**src/sv/hlg_pkg.sv**
```systemverilog
// types, codes and helper functions of the hexagonal lattice gas engine
// no dependencies; used by the top level, the controller and the datapath
package hlg_pkg;

  // defaults of the grid store size
  localparam int unsigned MaxWidthDef  = 256;
  localparam int unsigned MaxHeightDef = 256;

  // width of a grid dimension, holds sizes up to 8191
  localparam int unsigned DimW = 13;

  // configuration port
  localparam int unsigned ApbAddrW = 4;
  localparam int unsigned ApbDataW = 32;

  localparam logic [15:0] LfsrMask = 16'hB400;

  typedef enum logic [1:0] {
    REQ_WRITE = 2'd0,
    REQ_SOLID = 2'd1,
    REQ_STEP  = 2'd2,
    REQ_READ  = 2'd3
  } req_e;

  typedef enum logic [1:0] {
    REG_WIDTH  = 2'd0,
    REG_HEIGHT = 2'd1,
    REG_SEED   = 2'd2,
    REG_NONE   = 2'd3
  } reg_e;

  typedef enum logic [1:0] {
    OP_IDLE,
    OP_CLEAR,
    OP_COLL,
    OP_STREAM
  } op_e;

  typedef enum logic [2:0] {
    ST_CLEAR,
    ST_IDLE,
    ST_COLL,
    ST_STREAM,
    ST_RESP
  } state_e;

  typedef struct packed {
    logic [1:0] req_type;
    logic [7:0] cell_x;
    logic [7:0] cell_y;
    logic [5:0] cell_bits;
    logic       solid_value;
  } req_t;

  typedef struct packed {
    logic [5:0] read_bits;
    logic       read_solid;
    logic       request_done;
  } rsp_t;

  // controller to datapath
  typedef struct packed {
    op_e  op;
    logic acc;
  } cmd_t;

  // datapath to controller
  typedef struct packed {
    logic clr_last;
    logic coll_last;
    logic strm_last;
  } sts_t;

  function automatic logic [5:0] rot_down(input logic [5:0] v);
    return {v[0], v[5:1]};
  endfunction

  function automatic logic [5:0] rot_up(input logic [5:0] v);
    return {v[4:0], v[5]};
  endfunction

  // fhp collision rule, r picks the turn of a head-on pair
  function automatic logic [5:0] collide(input logic [5:0] v, input logic r);
    logic [5:0] res;
    res = v;
    if (v == 6'h2A) begin
      res = 6'h15;
    end else if (v == 6'h15) begin
      res = 6'h2A;
    end else if (v == 6'h09 || v == 6'h12 || v == 6'h24) begin
      res = r ? rot_down(v) : rot_up(v);
    end
    return res;
  endfunction

  // galois lfsr advance
  function automatic logic [15:0] lfsr_next(input logic [15:0] s);
    return {1'b0, s[15:1]} ^ (s[0] ? LfsrMask : 16'h0000);
  endfunction

endpackage

```
**src/sv/hlg_ctrl.sv**
```systemverilog
// controller state machine of the lattice gas engine
// depends on hlg_pkg; drives the datapath through cmd_t, watches sts_t
module hlg_ctrl (
  input  logic          clk_i,
  input  logic          rst_ni,
  input  logic          start_i,
  input  logic          step_req_i,
  input  hlg_pkg::sts_t sts_i,
  output hlg_pkg::cmd_t cmd_o,
  output logic          busy_o,
  output logic          done_o
);

  hlg_pkg::state_e state_q, state_d;

  // state register
  always_ff @(posedge clk_i or negedge rst_ni) begin
    if (!rst_ni) begin
      state_q <= hlg_pkg::ST_CLEAR;
    end else begin
      state_q <= state_d;
    end
  end

  // next state and commands
  always_comb begin
    state_d    = state_q;
    cmd_o.op   = hlg_pkg::OP_IDLE;
    cmd_o.acc  = 1'b0;
    busy_o     = 1'b1;
    done_o     = 1'b0;
    case (state_q)
      hlg_pkg::ST_CLEAR: begin
        cmd_o.op = hlg_pkg::OP_CLEAR;
        if (sts_i.clr_last) begin
          state_d = hlg_pkg::ST_IDLE;
        end
      end
      hlg_pkg::ST_IDLE: begin
        busy_o = 1'b0;
        if (start_i) begin
          cmd_o.acc = 1'b1;
          state_d   = step_req_i ? hlg_pkg::ST_COLL : hlg_pkg::ST_RESP;
        end
      end
      hlg_pkg::ST_COLL: begin
        cmd_o.op = hlg_pkg::OP_COLL;
        if (sts_i.coll_last) begin
          state_d = hlg_pkg::ST_STREAM;
        end
      end
      hlg_pkg::ST_STREAM: begin
        cmd_o.op = hlg_pkg::OP_STREAM;
        if (sts_i.strm_last) begin
          state_d = hlg_pkg::ST_RESP;
        end
      end
      hlg_pkg::ST_RESP: begin
        done_o  = 1'b1;
        state_d = hlg_pkg::ST_IDLE;
      end
      default: begin
        state_d = hlg_pkg::ST_IDLE;
      end
    endcase
  end

endmodule

```
**config.mk**
```make
export PLATFORM = sky130hd
export DESIGN_NAME = hlg_ctrl
export DESIGN_NICKNAME = d
export VERILOG_FILES = /design/src/sv/hlg_pkg.sv /design/src/sv/hlg_ctrl.sv
export SDC_FILE = /design/constraint.sdc
export NUM_CORES = 1
export LEC_CHECK = 0
export BUFFER_PORTS_ARGS = -buffer_cell sky130_fd_sc_hd__clkbuf_2
export CORE_AREA = 4 4 41 43
export DETAILED_ROUTE_END_ITERATION = 10
export DIE_AREA = 0 0 45 47
export HOLD_SLACK_MARGIN = 0.1
export PLACE_DENSITY = 0.35
export SKIP_CTS_REPAIR_TIMING = 1
export SYNTH_ARGS = -nofsm -noshare
export SYNTH_HDL_FRONTEND = slang
export SYNTH_SLANG_ARGS = --single-unit
```
**constraint.sdc**
```tcl
create_clock -name clk_i -period 3.01 [get_ports clk_i]
set_input_delay 0.602 -clock clk_i [delete_from_list [all_inputs] [get_ports clk_i]]
set_output_delay 0.602 -clock clk_i [all_outputs]
set_load 0.01 [all_outputs]
```
======== Yosys cells after proc, flatten, opt, wreduce, memory -nomap -nowiden ========
Cells that the tools add are included.
operators by class
  mux-type cells .......................... 11
  equality and inequality tests ........... 8
  reductions and logical operators ........ 2
operator list
  cell                count
  $mux 3              5
  $pmux 3 s4          1
  $ne 2x2->1 const B  4
  $eq 3x2->1 const B  2
  $pmux 2 s3          1
  $mux 1              4
  $reduce_and 4->1    1
  $eq 3x1->1 const B  1
  $eq 3x3->1 const B  1
  $logic_not 3->1     1
storage, ports and cells
  output and inout port bits .............. 5
  bits of input ports ..................... 7
  bits in registers ....................... 3

======== Depth between registers and ports, before layout ========
Gate-level depths: netlist of run 1.
  depth in word-level cells ............... 3
  depth in mapped cells ................... 4

======== Worst setup path before layout of run 1 ========
Ideal clock, no wire load.
  path kind ............................... flip-flop to output port
  start point ............................. register state_q[1]
  end point ............................... output cmd_o[0] (netlist name)
  arrival ................................. 1028 ps
  required time ........................... 2408 ps
  stages on the path, launching flop included .. 4
  slack ................................... 1380 ps
  path buffers ............................ 1
  cell sequence ........................... dfrtp_1 -> buf_6 -> or3b_4 -> nor2_2
RTL lines
  what                    RTL line        source
  start, declared         hlg_ctrl.sv:14  hlg_pkg::state_e state_q, state_d;
  start signal, assigned  hlg_ctrl.sv:19  state_q <= hlg_pkg::ST_CLEAR;
  start signal, assigned  hlg_ctrl.sv:21  state_q <= state_d;
  end, declared           hlg_ctrl.sv:9   output hlg_pkg::cmd_t cmd_o,

==> flow_summary_export.csv, run 1 <==
group,metric,value,unit
placed_design,dp_hpwl,445,microns
placed_design,portBuffers,11,
worst_setup_path,startpoint,"state_q[1]",
floorplan,start_util,16.2,%
layout,syn_to_final_growth,36.9,%
worst_setup_path,critPathKind,"reg2out",
floorplan,core,0.00130,sq mm
timing,finalSetupTns,0,ns
timing,fin_skew,0.00293,ns
worst_setup_path,worstSetupEndpointType,"output pin",
timing,relSlewSlack,80.0,%
yosys,yosysUniqueCellTypes,14,
timing,min_period,1.96,ns
timing,finalHoldViolCount,0,
worst_setup_path,critPathArrivalTime,1.36,ns
route,ant_nets,0,
floorplan,row_count,13,
timing,setup_viol,0,
grt,antenna_found_initial,0,
worst_setup_path,r2r_slack,1.95,ns
route,wl_per_cell,11.2,microns
yosys,synth_edf_count,0,
layout,multi_input_area,109,sq um
route,remaining_drc_errors,0,
yosys,synthesis.area,210,sq um
clock_network,cts_tree,"done",
hold_path,hold_class,"in2async",
power_and_ir_drop,netSwitchingPower,0.129,mW
layout,final_cell_mix,"11 x clkbuf_2, 3 x nor2_1, 3 x nand2_1, 3 x clkbuf_4, 3 x dfrtp_1",
worst_setup_path,ff2ff_path_depth,3,
worst_setup_path,regToRegEndpoint,"state_q[2]",
floorplan,die_x,45,microns
timing,tightest_slew,0.300,ns
route,top_layer,"met3",
route,wl,581,microns
floorplan,io_pins,12,
route,drt_iter0_drc,5,
layout,final_common_cell,"clkbuf_2",
power_and_ir_drop,intPower,0.180,mW
placed_design,gp_congestion,0.707,
clock_network,cts_made_buffers,3,
grt,first_global_vias,233,
clock_network,root_buffer,"clkbuf_4",
run,max_cap_violations,0,
power_and_ir_drop,power,0.309,mW
floorplan,floorplan.die.height,47,microns
yosys,synthArstFlopShare,100,%
clock_network,cts_sinks,3,
power_and_ir_drop,p_clk_share,23.2,%
clock_network,insertion_delay,0.23,ns
timing,clock.fmax,510,MHz
clock_network,clockBufferDepth,2,
worst_setup_path,cp_data_required_time,2.41,ns
layout,antenna_cells,0,
yosys,synth-main-ff-cell,"dfrtp_1",
worst_setup_path,crit_fanout,9,
route,vias,215,
floorplan,die_area,0.00212,sq mm
yosys,syn-num-nets,31,
route,drt-met1-wl,248,microns
clock_network,path_clk_slew,0.04,ns
layout,top_regs,"state_q x3",
layout,nFillCells,159,
power_and_ir_drop,power_frac_seq,31.3,%
grt,grt_start_max_net_pins,10,
worst_setup_path,start_kind,"register",
power_and_ir_drop,pwr-share-comb,45.4,%
timing,drv_slew,0,
layout,largest-register,"state_q",
yosys,synth_cells,24,
yosys,ys_seq_area_share,35.7,%
layout,largest_reg_flops,3,
power_and_ir_drop,ir_drop,0.296,mV
layout,drive_gt1_share,43.2,%
grt,grt_usage,6.88,%
power_and_ir_drop,p_sw_share,41.7,%
timing,rsz0062_at_grt,"no",
grt,grt_pass1_wl,952,microns
power_and_ir_drop,power_density,1070,mW/mm^2
worst_setup_path,regToRegStartpoint,"state_q[1]",
grt,grt-ovfl-total,0,
yosys,ys_ff_latch,3,
route,first_pass_iters,4,
layout,regArea,75.1,sq um
route,route.met3.wl,57,microns
clock_network,htree_num_levels,1,
outcome,status,"completed",
route,vias_per_cell,4.13,
timing,post-route-period-util,65.1,%
route,met2_length,274,microns
layout,nNetsFinal,45,
yosys,postSynthAreaPerCell,8.76,sq um
power_and_ir_drop,power_leakage,0.145,nW
yosys,yosys_warnings,0,
## worst max-delay path by stage
| stage | to | depth (start not counted) | slack (ns) |
|---|---|---|---|
| 2_1_floorplan | cmd_o[0] | 3 | 1.38 |
| 3_3_place_gp | cmd_o[0] | 3 | 1.32 |
| 3_5_place_dp | cmd_o[0] | 3 | 1.30 |
| 4_1_cts | cmd_o[0] | 3 | 1.05 |
| 5_1_grt | cmd_o[0] | 3 | 0.99 |
| 6_report | cmd_o[0] | 3 | 1.05 |
## cells by family (layout without fill, tap and decap cells)
| group | Yosys count | in the layout | share of synthesized area, % |
|---|---|---|---|
| flops | 3 | 3 | 35.7 |
| xor+xnor | 1 | 1 | 4.17 |
| buf+inv | 3 | 16 | 12.5 |
| compound gates | 5 | 5 | 14.3 |
| simple gates | 12 | 12 | 33.3 |
## per-layer routing
metal  up-vias  GRT usage [%]
met4         0           5.26
met5         -              0
met2        15           10.2
met3         0           4.98
met1        93           6.62
li1        107              -
## power by group through the flow
stage	combinational (mW)	clock, mW	sequential, mW
floorplan	0.139	0	0.0681
global placement	0.142	0	0.0943
detailed placement	0.142	0	0.0960
CTS	0.143	0.0738	0.0963
global route	0.154	0.0839	0.0995
finish	0.140	0.0717	0.0967
## cell usage after synthesis, types with 2 or more instances
| master | number | area share (%) |
|---|---|---|
| a22oi_1 | 2 | 7.1 |
| buf_6 | 2 | 11 |
| dfrtp_1 | 3 | 36 |
| nand2_1 | 3 | 5.4 |
| nor2_1 | 3 | 5.4 |
| nor3b_1 | 2 | 7.1 |
| o21ai_1 | 2 | 4.8 |
## area by class of cell
type                    instances  area share (%)
multi-input cells              18            37.8
flip-flops and latches          3            26.1
repair buffers                 11            19.1
clock buffers                   4            9.13
well taps                      15            6.52
inverters                       1            1.30
## worst max-delay path, stage by stage, from the launching register on
cell      delay [ns]
dfrtp_1         0.48
or3b_4          0.44
nor2_2          0.08
clkbuf_2        0.13
## through the flow
| stage | worst slack [ns] | cell area (sq um) | utilization [%] | hold slack [ns] | cells |
|---|---|---|---|---|---|
| after floorplan | 1.38 | 210 | - | 0.306 | 24 |
| after global placement | 1.32 | 262 | 20.1 | 0.403 | 48 |
| after detailed placement | 1.30 | 262 | 20.1 | 0.404 | 48 |
| after CTS | 1.05 | 288 | 22.1 | 0.152 | 52 |
| after global routing | 0.987 | 288 | 22.1 | 0.139 | 52 |
| final | 1.05 | 288 | 22.1 | 0.157 | 52 |
Note: power is estimated with default switching activity, not from simulation.
==> run 2: changes to the inputs <==
==> constraint.sdc (replaced) <==
create_clock -name clk_i -period 2 [get_ports clk_i]
set_input_delay 0.4 -clock clk_i [delete_from_list [all_inputs] [get_ports clk_i]]
set_output_delay 0.4 -clock clk_i [all_outputs]
set_load 0.01 [all_outputs]
==> flow_summary_export.csv, run 2 (synthesis results as in run 1) <==
group,metric,value,unit
clock_network,cts_sinks,3,
layout,largest_reg_flops,3,
worst_setup_path,worst_path_largest_cell_delay,0.49,ns
grt,grt_usage,6.65,%
worst_setup_path,cp_data_required_time,1.60,ns
placed_design,place_area,262,sq um
power_and_ir_drop,power_density,1530,mW/mm^2
clock_network,insertion_delay,0.23,ns
layout,largest-register,"state_q",
clock_network,cts_tree,"done",
power_and_ir_drop,power_frac_seq,31.8,%
route,vias,207,
power_and_ir_drop,pwr-share-comb,45.9,%
grt,antenna_found_initial,0,
layout,final_common_cell,"clkbuf_2",
timing,setup_viol,0,
power_and_ir_drop,intPower,0.272,mW
timing,min_period,1.76,ns
worst_setup_path,path_cells,"or3b_4 > nor2_2 > clkbuf_2",
grt,grt_start_max_net_pins,10,
worst_setup_path,cp_slowest_cell,"dfrtp_1",
layout,final_cell_area,298,sq um
route,remaining_drc_errors,0,
layout,nFillCells,149,
route,drt_iter0_drc,0,
timing,rsz0062_at_grt,"no",
timing,layout_setup_ws,0.244,ns
placed_design,gp_congestion,0.729,
floorplan,start_util,16.2,%
layout,drive_gt1_share,42.1,%
clock_network,root_buffer,"clkbuf_4",
grt,grt-ovfl-total,0,
power_and_ir_drop,p_clk_share,22.3,%
worst_setup_path,worstSetupEndpointType,"output pin",
clock_network,cts_made_buffers,3,
layout,nNetsFinal,46,
run,max_cap_violations,0,
power_and_ir_drop,power_leakage,0.149,nW
worst_setup_path,critPathKind,"reg2out",
route,vias_per_cell,3.91,
floorplan,floorplan.die.height,47,microns
timing,tightest_slew,0.290,ns
timing,clock.fmax,570,MHz
timing,finalHoldViolCount,0,
placed_design,place_ws,0.473,ns
timing,relSlewSlack,80.7,%
route,first_pass_iters,1,
layout,antenna_cells,0,
timing,finalSetupTns,0,ns
clock_network,clockBufferDepth,2,
placed_design,portBuffers,11,
floorplan,row_count,13,
clock_network,path_clk_slew,0.03,ns
worst_setup_path,crit_buf_inv,1,
layout,final_cell_mix,"11 x clkbuf_2, 3 x nor2_1, 3 x nand2_1, 3 x clkbuf_4, 3 x dfrtp_1",
floorplan,die_area,0.00212,sq mm
route,wl_per_cell,9.83,microns
layout,top_regs,"state_q x3",
worst_setup_path,crit_fanout,9,
grt,first_global_vias,221,
hold_path,hold_class,"in2reg",
timing,drv_slew,0,
timing,fin_skew,0.00154,ns
floorplan,io_pins,12,
placed_design,dp_hpwl,414,microns
outcome,status,"completed",
grt,grt_pass1_wl,959,microns
layout,syn_to_final_growth,41.7,%
floorplan,die_x,45,microns
power_and_ir_drop,p_sw_share,40.2,%
floorplan,core,0.00130,sq mm
timing,post-route-period-util,87.8,%
worst_setup_path,critPathArrivalTime,1.36,ns
worst_setup_path,start_kind,"register",
power_and_ir_drop,netSwitchingPower,0.183,mW
clock_network,htree_num_levels,1,
worst_setup_path,cpLargestDelayFamily,"simple AND/OR/NAND/NOR gates",
power_and_ir_drop,ir_drop,0.555,mV
route,wl,521,microns
route,ant_nets,0,
==> run 2: worst min-delay path: stages <==
cell      delay, ns
clkbuf_2       0.09
nand4b_1       0.09
a21oi_1        0.07
==> run 2: power groups by stage <==
stage               Combinational, mW  Sequential (mW)  Clock, mW
floorplan                       0.209            0.103          0
global placement                0.212            0.145          0
detailed placement              0.210            0.147          0
CTS                             0.211            0.146      0.107
global route                    0.238            0.152      0.119
finish                          0.209            0.145      0.101
==> run 2: per-stage QoR <==
stage / hold WS (ns) / power, mW / utilization (%) / cells
6_report: 0.468 / 0.455 / 22.9 / 53
3_3_place_gp: 0.199 / 0.356 / 20.1 / 48
2_1_floorplan: 0.104 / 0.311 / - / 24
3_5_place_dp: 0.201 / 0.357 / 20.1 / 48
5_1_grt: 0.488 / 0.509 / 22.9 / 53
4_1_cts: -0.0422 / 0.464 / 22.1 / 52
==> run 2: area by class of cell <==
cell class / instances / area (sq um) / area share, %
Multi-Input combinational cell: 18 / 109 / 36.6
Sequential cell: 3 / 75.1 / 25.2
Timing Repair Buffer: 12 / 65.1 / 21.8
Clock buffer: 4 / 26.3 / 8.82
Tap cell: 15 / 18.8 / 6.30
Inverter: 1 / 3.75 / 1.26
==> run 2: metal layers <==
layer | wire (microns) | share of wire (%) | vias up | GRT usage [%]
met3 | 25 | 4.8 | 0 | 3.45
met1 | 238 | 46 | 90 | 8.01
met2 | 257 | 49 | 9 | 9.60
met5 | 0 | 0 | - | 0
li1 | - | - | 108 | -
met4 | 0 | 0 | 0 | 3.51
==> run 2: final timing paths <==
kind | start | to | slack (ns) | depth (start not counted)
worst max register to register | state_q[1] | state_q[2] | 1.04 | 3
min in group asynchronous | rst_ni | state_q[1] | 0.50 | 2
worst min-delay path | step_req_i | state_q[1] | 0.47 | 3
worst max-delay path | state_q[0] | cmd_o[0] | 0.24 | 3
worst min register to register | state_q[2] | state_q[1] | 0.57 | 1
max in group asynchronous | rst_ni | state_q[0] | 1.39 | 2
